**src/rtl/core/rbn_pkg.sv**
```systemverilog
// Package for the rectangle bisection navigator: geometry widths, history depth,
// command and event codes, and the transaction payload types.
// Depends on nothing; rbn_channels and the core use it.
package rbn_pkg;

   localparam int COORD_BITS    = 15;
   localparam int HISTORY_DEPTH = 32;
   localparam int DEPTH_BITS    = (HISTORY_DEPTH > 1) ? $clog2(HISTORY_DEPTH) : 1;
   localparam int RECT_BITS     = 4 * COORD_BITS;

   typedef logic [COORD_BITS-1:0] coord_type;
   typedef logic [DEPTH_BITS-1:0] depth_type;

   localparam depth_type MAX_LEVEL = depth_type'(HISTORY_DEPTH - 1);

   typedef struct packed {
      coord_type x;
      coord_type y;
      coord_type w;
      coord_type h;
   } rect_type;

   // Command codes.
   localparam logic [2:0] CMD_START  = 3'd0;
   localparam logic [2:0] CMD_SELECT = 3'd1;
   localparam logic [2:0] CMD_BACK   = 3'd2;
   localparam logic [2:0] CMD_ACCEPT = 3'd3;
   localparam logic [2:0] CMD_CANCEL = 3'd4;
   localparam logic [2:0] CMD_CLICK  = 3'd5;

   // Event codes.
   localparam logic [2:0] EV_MOVED   = 3'd0;
   localparam logic [2:0] EV_IGNORED = 3'd1;
   localparam logic [2:0] EV_LEAVE   = 3'd2;
   localparam logic [2:0] EV_ACCEPT  = 3'd3;
   localparam logic [2:0] EV_CANCEL  = 3'd4;
   localparam logic [2:0] EV_CLICK   = 3'd5;

   localparam logic [1:0] BUTTON_NONE = 2'd0;

   typedef struct packed {
      logic [2:0]  command;
      logic [2:0]  sub_index;
      logic [1:0]  button;
      logic [14:0] start_x;
      logic [14:0] start_y;
      logic [14:0] start_w;
      logic [14:0] start_h;
   } req_type;

   typedef struct packed {
      logic [2:0]  event_res;
      logic [15:0] center_x;
      logic [15:0] center_y;
      logic [14:0] area_x;
      logic [14:0] area_y;
      logic [14:0] area_w;
      logic [14:0] area_h;
      logic [1:0]  click_button;
      logic [4:0]  level;
   } rsp_type;

endpackage

```
**src/rtl/core/rbn_channels.sv**
```systemverilog
// Valid/ready channel interfaces for the command and result transactions.
// Depends on rbn_pkg for the payload types.
interface rbn_req_if;
   logic              valid;
   logic              ready;
   rbn_pkg::req_type  data;

   modport source (output valid, output data, input ready);
   modport sink   (input valid, input data, output ready);
endinterface

interface rbn_rsp_if;
   logic              valid;
   logic              ready;
   rbn_pkg::rsp_type  data;

   modport source (output valid, output data, input ready);
   modport sink   (input valid, input data, output ready);
endinterface

```
**src/rtl/core/rbn_ram.sv**
```systemverilog
// Generic single-write, single-read RAM with a registered read port.
// Depends on nothing; used for the area history stack.
module rbn_ram #(
   parameter int WIDTH = 8,
   parameter int DEPTH = 16
) (
   input  logic                                   clock,
   input  logic                                   we,
   input  logic [((DEPTH > 1) ? $clog2(DEPTH) : 1)-1:0] waddr,
   input  logic [WIDTH-1:0]                       wdata,
   input  logic [((DEPTH > 1) ? $clog2(DEPTH) : 1)-1:0] raddr,
   output logic [WIDTH-1:0]                       rdata
);

   logic [WIDTH-1:0] mem_ff [DEPTH];

   always_ff @(posedge clock) begin
      if (we) begin
         mem_ff[waddr] <= wdata;
      end
      rdata <= mem_ff[raddr];
   end

endmodule

```
**src/rtl/core/rect_bisect_navigator_core.sv**
```systemverilog
// Top level of the rectangle bisection navigator: command stage, sub-area logic,
// history stack RAM and result register.
// Depends on rbn_pkg, rbn_channels (rbn_req_if, rbn_rsp_if) and rbn_ram.
//
// Usage. Each command transaction on req_chan (start, select, back, accept, cancel,
// click) produces exactly one result transaction on rsp_chan, in order. A start
// loads a root area at level 0; a select splits the current area into a 4x2 grid
// when it is wide (5w > 9h), else a 2x2 grid, or halves a one-pixel strip, and
// pushes the chosen piece; back pops one level or reports a leave at the root.
// Results carry the current area, its center pointer and level, all zero before a start.
//
// Timing. A command is registered when accepted and its result is registered when
// it leaves the command stage; one transaction is taken every cycle unless the
// receiver stalls. The only stored history is a RAM that reads the parent level
// ahead, so a pop has its area ready without a stall.
//
// Reset clears the command stage, the result register, the level and the loaded
// flag; no clearing pass over the stack RAM is needed. When the receiver stalls,
// the result holds and one more command can wait in the command stage; after that
// req_chan.ready drops until the result is taken.
module rect_bisect_navigator_core (
   input  logic           clock,
   input  logic           reset,
   rbn_req_if.sink        req_chan,
   rbn_rsp_if.source      rsp_chan
);

   // Command stage and result register handshake.
   logic             s1_valid_ff, s1_valid_in;
   rbn_pkg::req_type s1_data_ff, s1_data_in;
   logic             rsp_valid_ff, rsp_valid_in;
   rbn_pkg::rsp_type rsp_data_ff, rsp_data_in;
   logic             s1_adv;
   logic             req_acc;

   // Navigator state: the current area mirrors the stack entry at the current level.
   rbn_pkg::rect_type  cur_ff, cur_in;
   rbn_pkg::depth_type depth_ff, depth_in;
   logic               loaded_ff, loaded_in;

   // Stack RAM ports.
   logic                          ram_we;
   rbn_pkg::depth_type            ram_raddr;
   rbn_pkg::rect_type             ram_wdata;
   logic [rbn_pkg::RECT_BITS-1:0] ram_rdata;
   rbn_pkg::rect_type             parent;

   // Sub-area of the current area for the requested index.
   rbn_pkg::rect_type nr;
   logic              sub_ok;

   rbn_pkg::rect_type root;
   logic [2:0]        ev;
   logic [1:0]        click;
   logic              res_zero;

   assign s1_adv         = s1_valid_ff && (!rsp_valid_ff || rsp_chan.ready);
   assign req_chan.ready = !s1_valid_ff || s1_adv;
   assign req_acc        = req_chan.valid && req_chan.ready;
   assign rsp_chan.valid = rsp_valid_ff;
   assign rsp_chan.data  = rsp_data_ff;

   always_comb begin
      s1_valid_in = s1_valid_ff;
      s1_data_in  = s1_data_ff;
      if (req_acc) begin
         s1_valid_in = 1'b1;
         s1_data_in  = req_chan.data;
      end else if (s1_adv) begin
         s1_valid_in = 1'b0;
      end
      rsp_valid_in = rsp_valid_ff;
      if (s1_adv) begin
         rsp_valid_in = 1'b1;
      end else if (rsp_chan.ready) begin
         rsp_valid_in = 1'b0;
      end
   end

   // Sub-area selection. The grid branch works on fixed shifts and masks: columns
   // are four or two, rows always two, and remainder pixels widen the leading ones.
   always_comb begin
      logic [rbn_pkg::COORD_BITS+3:0] w5;
      logic [rbn_pkg::COORD_BITS+3:0] h9;
      logic                           wide;
      logic [1:0]                     col;
      logic                           row;
      rbn_pkg::coord_type             sw;
      rbn_pkg::coord_type             sh;
      logic [1:0]                     wo;
      logic                           ho;
      logic [rbn_pkg::COORD_BITS+1:0] col_off;
      logic [1:0]                     col_min;
      logic [rbn_pkg::COORD_BITS+1:0] x_sum;
      logic [rbn_pkg::COORD_BITS+1:0] y_sum;
      logic [2:0]                     idx;
      logic                           w_thin;
      logic                           h_thin;

      idx    = s1_data_ff.sub_index;
      w_thin = (cur_ff.w <= rbn_pkg::coord_type'(1));
      h_thin = (cur_ff.h <= rbn_pkg::coord_type'(1));
      w5 = ({4'b0, cur_ff.w} << 2) + {4'b0, cur_ff.w};
      h9 = ({4'b0, cur_ff.h} << 3) + {4'b0, cur_ff.h};
      wide = (w5 > h9);
      if (wide) begin
         col = idx[1:0];
         row = idx[2];
         sw  = cur_ff.w >> 2;
         wo  = cur_ff.w[1:0];
      end else begin
         col = {1'b0, idx[0]};
         row = idx[1];
         sw  = cur_ff.w >> 1;
         wo  = {1'b0, cur_ff.w[0]};
      end
      sh = cur_ff.h >> 1;
      ho = cur_ff.h[0];
      unique case (col)
         2'd0:    col_off = '0;
         2'd1:    col_off = {2'b0, sw};
         2'd2:    col_off = {1'b0, sw, 1'b0};
         default: col_off = {2'b0, sw} + {1'b0, sw, 1'b0};
      endcase
      col_min = (col < wo) ? col : wo;
      x_sum = {2'b0, cur_ff.x} + col_off + {{rbn_pkg::COORD_BITS{1'b0}}, col_min};
      y_sum = {2'b0, cur_ff.y} + (row ? {2'b0, sh} : '0)
            + {{(rbn_pkg::COORD_BITS+1){1'b0}}, row & ho};

      nr     = cur_ff;
      sub_ok = 1'b0;
      if (w_thin && h_thin) begin
         sub_ok = 1'b0;
      end else if (w_thin) begin
         sub_ok = (idx <= 3'd1);
         nr.h   = sh;
         nr.y   = cur_ff.y + (idx[0] ? sh : '0);
      end else if (h_thin) begin
         sub_ok = (idx <= 3'd1);
         nr.w   = cur_ff.w >> 1;
         nr.x   = cur_ff.x + (idx[0] ? (cur_ff.w >> 1) : '0);
      end else begin
         sub_ok = wide || !idx[2];
         nr.x   = x_sum[rbn_pkg::COORD_BITS-1:0];
         nr.y   = y_sum[rbn_pkg::COORD_BITS-1:0];
         nr.w   = sw + rbn_pkg::coord_type'(col < wo);
         nr.h   = sh + rbn_pkg::coord_type'(!row && ho);
      end
   end

   assign root.x = rbn_pkg::coord_type'(s1_data_ff.start_x);
   assign root.y = rbn_pkg::coord_type'(s1_data_ff.start_y);
   assign root.w = rbn_pkg::coord_type'(s1_data_ff.start_w);
   assign root.h = rbn_pkg::coord_type'(s1_data_ff.start_h);
   assign parent = rbn_pkg::rect_type'(ram_rdata);

   // Command execution. A start writes the root at level 0 and a select writes the
   // new piece one level up; the write address is always the new level, depth_in.
   always_comb begin
      cur_in    = cur_ff;
      depth_in  = depth_ff;
      loaded_in = loaded_ff;
      ram_we    = 1'b0;
      ram_wdata = nr;
      ev        = rbn_pkg::EV_IGNORED;
      click     = rbn_pkg::BUTTON_NONE;
      res_zero  = 1'b0;
      if (s1_adv) begin
         if (s1_data_ff.command == rbn_pkg::CMD_START) begin
            cur_in    = root;
            depth_in  = '0;
            loaded_in = 1'b1;
            ram_we    = 1'b1;
            ram_wdata = root;
            ev        = rbn_pkg::EV_MOVED;
         end else if (!loaded_ff) begin
            res_zero = 1'b1;
         end else begin
            unique case (s1_data_ff.command)
               rbn_pkg::CMD_SELECT: begin
                  if (depth_ff != rbn_pkg::MAX_LEVEL && sub_ok) begin
                     depth_in = depth_ff + rbn_pkg::depth_type'(1);
                     cur_in   = nr;
                     ram_we   = 1'b1;
                     ev       = rbn_pkg::EV_MOVED;
                  end
               end
               rbn_pkg::CMD_BACK: begin
                  if (depth_ff != '0) begin
                     depth_in = depth_ff - rbn_pkg::depth_type'(1);
                     cur_in   = parent;
                     ev       = rbn_pkg::EV_MOVED;
                  end else begin
                     ev = rbn_pkg::EV_LEAVE;
                  end
               end
               rbn_pkg::CMD_ACCEPT: ev = rbn_pkg::EV_ACCEPT;
               rbn_pkg::CMD_CANCEL: ev = rbn_pkg::EV_CANCEL;
               rbn_pkg::CMD_CLICK: begin
                  if (s1_data_ff.button != rbn_pkg::BUTTON_NONE) begin
                     ev    = rbn_pkg::EV_CLICK;
                     click = s1_data_ff.button;
                  end
               end
               default: ev = rbn_pkg::EV_IGNORED;
            endcase
         end
      end
   end

   // The parent of the next level is fetched every cycle, so it is ready for a pop.
   assign ram_raddr = depth_in - rbn_pkg::depth_type'(1);

   rbn_ram #(
      .WIDTH (rbn_pkg::RECT_BITS),
      .DEPTH (rbn_pkg::HISTORY_DEPTH)
   ) u_stack (
      .clock (clock),
      .we    (ram_we),
      .waddr (depth_in),
      .wdata (ram_wdata),
      .raddr (ram_raddr),
      .rdata (ram_rdata)
   );

   always_comb begin
      rsp_data_in = rsp_data_ff;
      if (s1_adv) begin
         if (res_zero) begin
            rsp_data_in           = '0;
            rsp_data_in.event_res = rbn_pkg::EV_IGNORED;
         end else begin
            rsp_data_in.event_res    = ev;
            rsp_data_in.center_x     = 16'((rbn_pkg::COORD_BITS+1)'(cur_in.x)
                                     + (rbn_pkg::COORD_BITS+1)'(cur_in.w >> 1));
            rsp_data_in.center_y     = 16'((rbn_pkg::COORD_BITS+1)'(cur_in.y)
                                     + (rbn_pkg::COORD_BITS+1)'(cur_in.h >> 1));
            rsp_data_in.area_x       = 15'(cur_in.x);
            rsp_data_in.area_y       = 15'(cur_in.y);
            rsp_data_in.area_w       = 15'(cur_in.w);
            rsp_data_in.area_h       = 15'(cur_in.h);
            rsp_data_in.click_button = click;
            rsp_data_in.level        = 5'(depth_in);
         end
      end
   end

   always_ff @(posedge clock) begin
      if (reset) begin
         s1_valid_ff  <= 1'b0;
         rsp_valid_ff <= 1'b0;
         depth_ff     <= '0;
         loaded_ff    <= 1'b0;
      end else begin
         s1_valid_ff  <= s1_valid_in;
         rsp_valid_ff <= rsp_valid_in;
         depth_ff     <= depth_in;
         loaded_ff    <= loaded_in;
      end
      s1_data_ff  <= s1_data_in;
      rsp_data_ff <= rsp_data_in;
      cur_ff      <= cur_in;
   end

   // Without a loaded area the stack stays at the root level.
   a_unloaded_root: assert property (@(posedge clock) disable iff (reset)
      !loaded_ff |-> depth_ff == '0)
      else $error("level moved with no area loaded");

   // A pop of a non-root level lowers the level by exactly one.
   a_pop_level: assert property (@(posedge clock) disable iff (reset)
      (s1_adv && loaded_ff && s1_data_ff.command == rbn_pkg::CMD_BACK && depth_ff != '0)
      |=> depth_ff == $past(depth_ff) - rbn_pkg::depth_type'(1))
      else $error("back did not pop one level");

   // Stack writes only happen on a start at level 0 or a push one level up.
   a_write_level: assert property (@(posedge clock) disable iff (reset)
      ram_we |-> (depth_in == '0 || depth_in == depth_ff + rbn_pkg::depth_type'(1)))
      else $error("stack write at an unexpected level");

   // A button code is reported only with a click event.
   a_click_event: assert property (@(posedge clock) disable iff (reset)
      (rsp_valid_ff && rsp_data_ff.click_button != rbn_pkg::BUTTON_NONE)
      |-> rsp_data_ff.event_res == rbn_pkg::EV_CLICK)
      else $error("click button without click event");

endmodule
```
**src/flat_wrapper.sv**
```systemverilog
// flat-port wrapper written by rule: the top's interface ports become plain ports
module rect_bisect_navigator_core_flat 
  (clock, reset, req_chan_valid, req_chan_data, req_chan_ready, rsp_chan_valid, rsp_chan_data, rsp_chan_ready);
  rbn_req_if req_chan_i ();
  rbn_rsp_if rsp_chan_i ();
  input  logic clock;
  input  logic reset;
  input wire logic [$bits(req_chan_i.valid)-1:0] req_chan_valid;
  input wire logic [$bits(req_chan_i.data)-1:0] req_chan_data;
  output wire logic [$bits(req_chan_i.ready)-1:0] req_chan_ready;
  output wire logic [$bits(rsp_chan_i.valid)-1:0] rsp_chan_valid;
  output wire logic [$bits(rsp_chan_i.data)-1:0] rsp_chan_data;
  input wire logic [$bits(rsp_chan_i.ready)-1:0] rsp_chan_ready;
  assign req_chan_i.valid = req_chan_valid;
  assign req_chan_i.data = req_chan_data;
  assign req_chan_ready = req_chan_i.ready;
  assign rsp_chan_valid = rsp_chan_i.valid;
  assign rsp_chan_data = rsp_chan_i.data;
  assign rsp_chan_i.ready = rsp_chan_ready;
  rect_bisect_navigator_core u_core (.clock(clock), .reset(reset), .req_chan(req_chan_i), .rsp_chan(rsp_chan_i));
endmodule
```
**config.mk**
```make
export PLATFORM = sky130hd
export DESIGN_NAME = rect_bisect_navigator_core_flat
export DESIGN_NICKNAME = d
export VERILOG_FILES = /design/src/rtl/core/rbn_pkg.sv /design/src/rtl/core/rbn_channels.sv /design/src/rtl/core/rbn_ram.sv /design/src/rtl/core/rect_bisect_navigator_core.sv /design/src/flat_wrapper.sv
export SDC_FILE = /design/constraint.sdc
export NUM_CORES = 2
export LEC_CHECK = 0
export BUFFER_PORTS_ARGS = -buffer_cell sky130_fd_sc_hd__buf_2
export CAP_MARGIN = 5
export CORE_MARGIN = 8
export CORE_UTILIZATION = 57
export DETAILED_ROUTE_END_ITERATION = 16
export MAX_ROUTING_LAYER = met4
export PLACE_DENSITY = 0.76
export SYNTH_ARGS = -nofsm -noshare
export SYNTH_HDL_FRONTEND = slang
export SYNTH_SLANG_ARGS = --single-unit
```
**constraint.sdc**
```tcl
create_clock -name clock -period 9.9 [get_ports clock]
set_clock_uncertainty 0.1 [all_clocks]
set_input_delay 2.475 -clock clock [delete_from_list [all_inputs] [get_ports clock]]
set_output_delay 2.475 -clock clock [all_outputs]
set_load 0.005 [all_outputs]
```
==> impl_metrics.py <==
metrics = {
    "critical_path": {
        "reg2reg_slack_ns": 0.31,
        "r2r_cells": 48,
        "reg2reg_to": "u_core.rsp_chan.data[97]$_SDFFCE_PP0P_",
        "cp.buffers_inverters": 6,
        "crit_arrival_ns": 10.09,
        "critical-path-max-stage-delay_ns": 0.37,
        "path_delay_family": "compound AO/OA/AOI/OAI gates",
        "cp.required_ns": 10.40,
        "crit_top_cell": "a21oi_2",
        "start_kind": "flip-flop",
        "r2r_start": "u_core.cur_ff[17]$_DFF_P_",
        "slowest_stage": "ha_1",
        "crit_type": "flip-flop to flip-flop",
        "critPathMaxFanout": 8,
        "cp-end-kind": "flip-flop",
    },
    "yosys": {
        "ys.flop_type": "edfxtp_1",
        "synth_seq_cells": 2218,
        "synth_cell_types": 94,
        "synth_nets": 5525,
        "synthArstFlopShare_pct": 0,
        "netlist_top_cells_area": "edfxtp_1, mux4_2, dfxtp_1, ha_1, nand2_1",
        "syn_area_um2": 93100,
        "netlist.area_leader.share_pct": 67.4,
        "avgSynthCellArea_um2": 17.7,
        "synth_common_cells": "edfxtp_1, mux4_2, nand2_1, nor2_1, a21oi_1",
        "synth.most_common_cell": "edfxtp_1",
        "synth-edff-count": 2090,
        "yosysWarnings": 0,
        "synth_area_leader_cell": "edfxtp_1",
        "synthCells": 5277,
        "yosysSeqAreaShare_pct": 70.1,
    },
    "finish": {
        "postLayoutCoreUtil_pct": 65.8,
        "area.growth.synth_to_final_pct": 14.9,
        "drive_gt1_share_pct": 28.4,
        "seq_area_um2": 65300,
        "multi_input_area_um2": 27200,
        "final_area_um2": 107000,
        "fin_nets": 6008,
        "n_fill_cell": 10625,
    },
    "power_and_ir_drop": {
        "p_leak_nw": 36.5,
        "p_per_area_nw_per_um2": 321,
        "max-vdd-ir-drop_uv": 458,
    },
    "sta": {
        "timing_hold_violations_final": 0,
        "drv_slew": 0,
        "fmax_mhz": 104,
        "worstMarginPinSlew_ns": 1.36,
        "slew_headroom_pct": 9.19,
        "final.setup.tns_ns": 0,
        "hold_ws_ns": 0.450,
        "finalCriticalPeriod_ns": 9.59,
        "finalSetupViolCount": 0,
        "fin_crit_sh_pct": 96.9,
    },
    "routing": {
        "viasPerCell": 6.79,
        "ant_nets": 0,
        "drc": 0,
        "wl_per_cell_um": 33.6,
        "drt_first_iter_violations": 8220,
        "num_vias": 55170,
        "wl_um": 273000,
        "drt_pre_antenna_iters": 6,
    },
    "min_path": {
        "holdPathStages": 2,
        "hold_path_end": "u_core.rsp_chan.valid$_SDFFE_PP0P_",
        "hp-start": "u_core.s1_valid_ff$_SDFFE_PP0P_",
        "min_path_type": "flip-flop to flip-flop",
    },
    "place": {
        "gp_congestion": 0.969,
        "hpwl_um": 157000,
        "port_buffers": 175,
        "place_area_um2": 99200,
    },
    "die": {
        "die_area_um2": 177000,
        "chipWidth_um": 420,
        "chipHeight_um": 420,
        "core_region_area_um2": 163000,
        "fp-row-count": 148,
        "initial_core_util_pct": 57.3,
        "io_pins": 176,
    },
    "global_route": {
        "grt_remaining_overflow": 0,
        "grt_max_degree": 109,
        "grt_pass1_wl_um": 385000,
        "track_usage_pct": 31.3,
        "antenna_found_initial": 15,
        "grt_pass1_vias": 54477,
    },
    "clock_tree": {
        "cts_tree": "yes",
        "clkSinkCount": 2218,
        "htreeDepth": 4,
        "clock_path_buffers": 3,
        "path_clk_slew_ns": 0.06,
        "clk_latency_ns": 0.86,
        "cts_root_buf": "clkbuf_16",
        "cts_buffers": 210,
    },
    "job": {
        "maxCapViolCount": 0,
    },
    "run_status": {
        "status": "finished clean",
    },
}
[worst min-delay path, stage by stage, from the launching register on]
cell and delay (ns):
dfxtp_1 0.35, nor2_1 0.11, nor2_1 0.05
[report_power, final]
part	internal, mW	total [mW]	switching [mW]	leakage, nW
combinational	3.94	11.6	7.65	13.0
clock	4.68	8.20	3.52	3.46
sequential	14.4	14.5	0.138	20.0
total	23.0	34.3	11.3	36.5
[cells in the final DEF, fill, tap and decap left out, types with 24 or more instances in the layout]
master	instances
edfxtp_1	2090
dfxtp_1	128
buf_12	46
clkinv_1	31
and2_1	144
nor2_4	37
mux2_2	75
ha_1	146
clkbuf_1	46
a31oi_1	24
buf_2	175
nand2_1	365
a21o_1	38
a211oi_1	69
buf_4	338
a32o_1	64
o21bai_1	30
clkbuf_16	213
nand3_1	32
a22oi_1	27
nor3_1	34
o21ai_0	83
clkinv_2	39
xnor2_1	67
inv_1	70
a21oi_2	30
nor3_2	62
nor2_1	185
xor2_1	50
o22ai_1	26
mux4_2	480
mux2i_1	77
a21oi_1	185
[flip-flops by register name, indices dropped and copies added, names as in the netlist]
signal	flops
u_core.s1_valid_ff	1
u_core.u_stack.mem_ff	1920
u_core.rsp_chan.valid	1
u_core.rsp_chan.data	102
u_core.s1_data_ff	8
u_core.depth_ff	5
u_core.cur_ff	60
u_core.root	60
u_core.loaded_ff	1
u_core.u_stack.rdata	60
[worst max-delay path by stage]
stage                              startpoint                                endpoint  slack [ns]  depth (start not counted)
floorplan           u_core.cur_ff[17]$_DFF_P_  u_core.rsp_chan.data[97]$_SDFFCE_PP0P_        0.06                         46
global placement    u_core.cur_ff[15]$_DFF_P_  u_core.rsp_chan.data[97]$_SDFFCE_PP0P_       -0.37                         46
detailed placement  u_core.cur_ff[15]$_DFF_P_  u_core.rsp_chan.data[97]$_SDFFCE_PP0P_       -0.37                         46
CTS                 u_core.cur_ff[15]$_DFF_P_  u_core.rsp_chan.data[97]$_SDFFCE_PP0P_       0.008                         51
global route         u_core.cur_ff[0]$_DFF_P_  u_core.rsp_chan.data[97]$_SDFFCE_PP0P_       -0.12                         47
finish              u_core.cur_ff[17]$_DFF_P_  u_core.rsp_chan.data[97]$_SDFFCE_PP0P_        0.31                         48
[layout make-up]
class                           count  area share, %
Clock inverter                    117           1.21
Clock buffer                      280           5.41
Tap cell                         2175           2.54
Timing Repair Buffer              561           4.08
Sequential cell                  2218           61.1
Multi-Input combinational cell   2695           25.4
Antenna cell                        3        0.00702
Inverter                           74          0.264
[routing by layer]
layer,share of wire (%),global-route usage (%),wire length [um]
met1,36,40.7,97100
met2,47,48.8,129000
met3,12,6.03,32900
met4,5.3,14.0,14400
met5,0,-,0
[through the flow]
stage               power (mW)  cells  setup WS, ns
floorplan                 20.4   5277        0.0647
global placement          25.0   7707        -0.368
detailed placement        25.2   7707        -0.368
CTS                       33.5   8105       0.00795
global route              35.4   8123        -0.117
finish                    34.3   8123         0.310
[what timing repair did]
item,4_1_cts,5_1_grt
hold buffers,0,0
gates resized for setup,29,84
endpoints found under the setup margin,5,79
buffers inserted,1,14
cloned,0,0
pin swaps,8,60
[kinds of logic (layout without fill, tap and decap cells)]
logic type,Yosys count,in the layout,share of synthesized area [%]
buf+inv,364,1032,1.80
flops,2218,2218,70.1
fa+ha+maj,176,176,2.46
simple gates,981,981,5.25
compound gates,784,784,5.83
other cells,0,3,0
mux,634,634,13.4
xor+xnor,120,120,1.17
(Power assumes the default switching activity.)
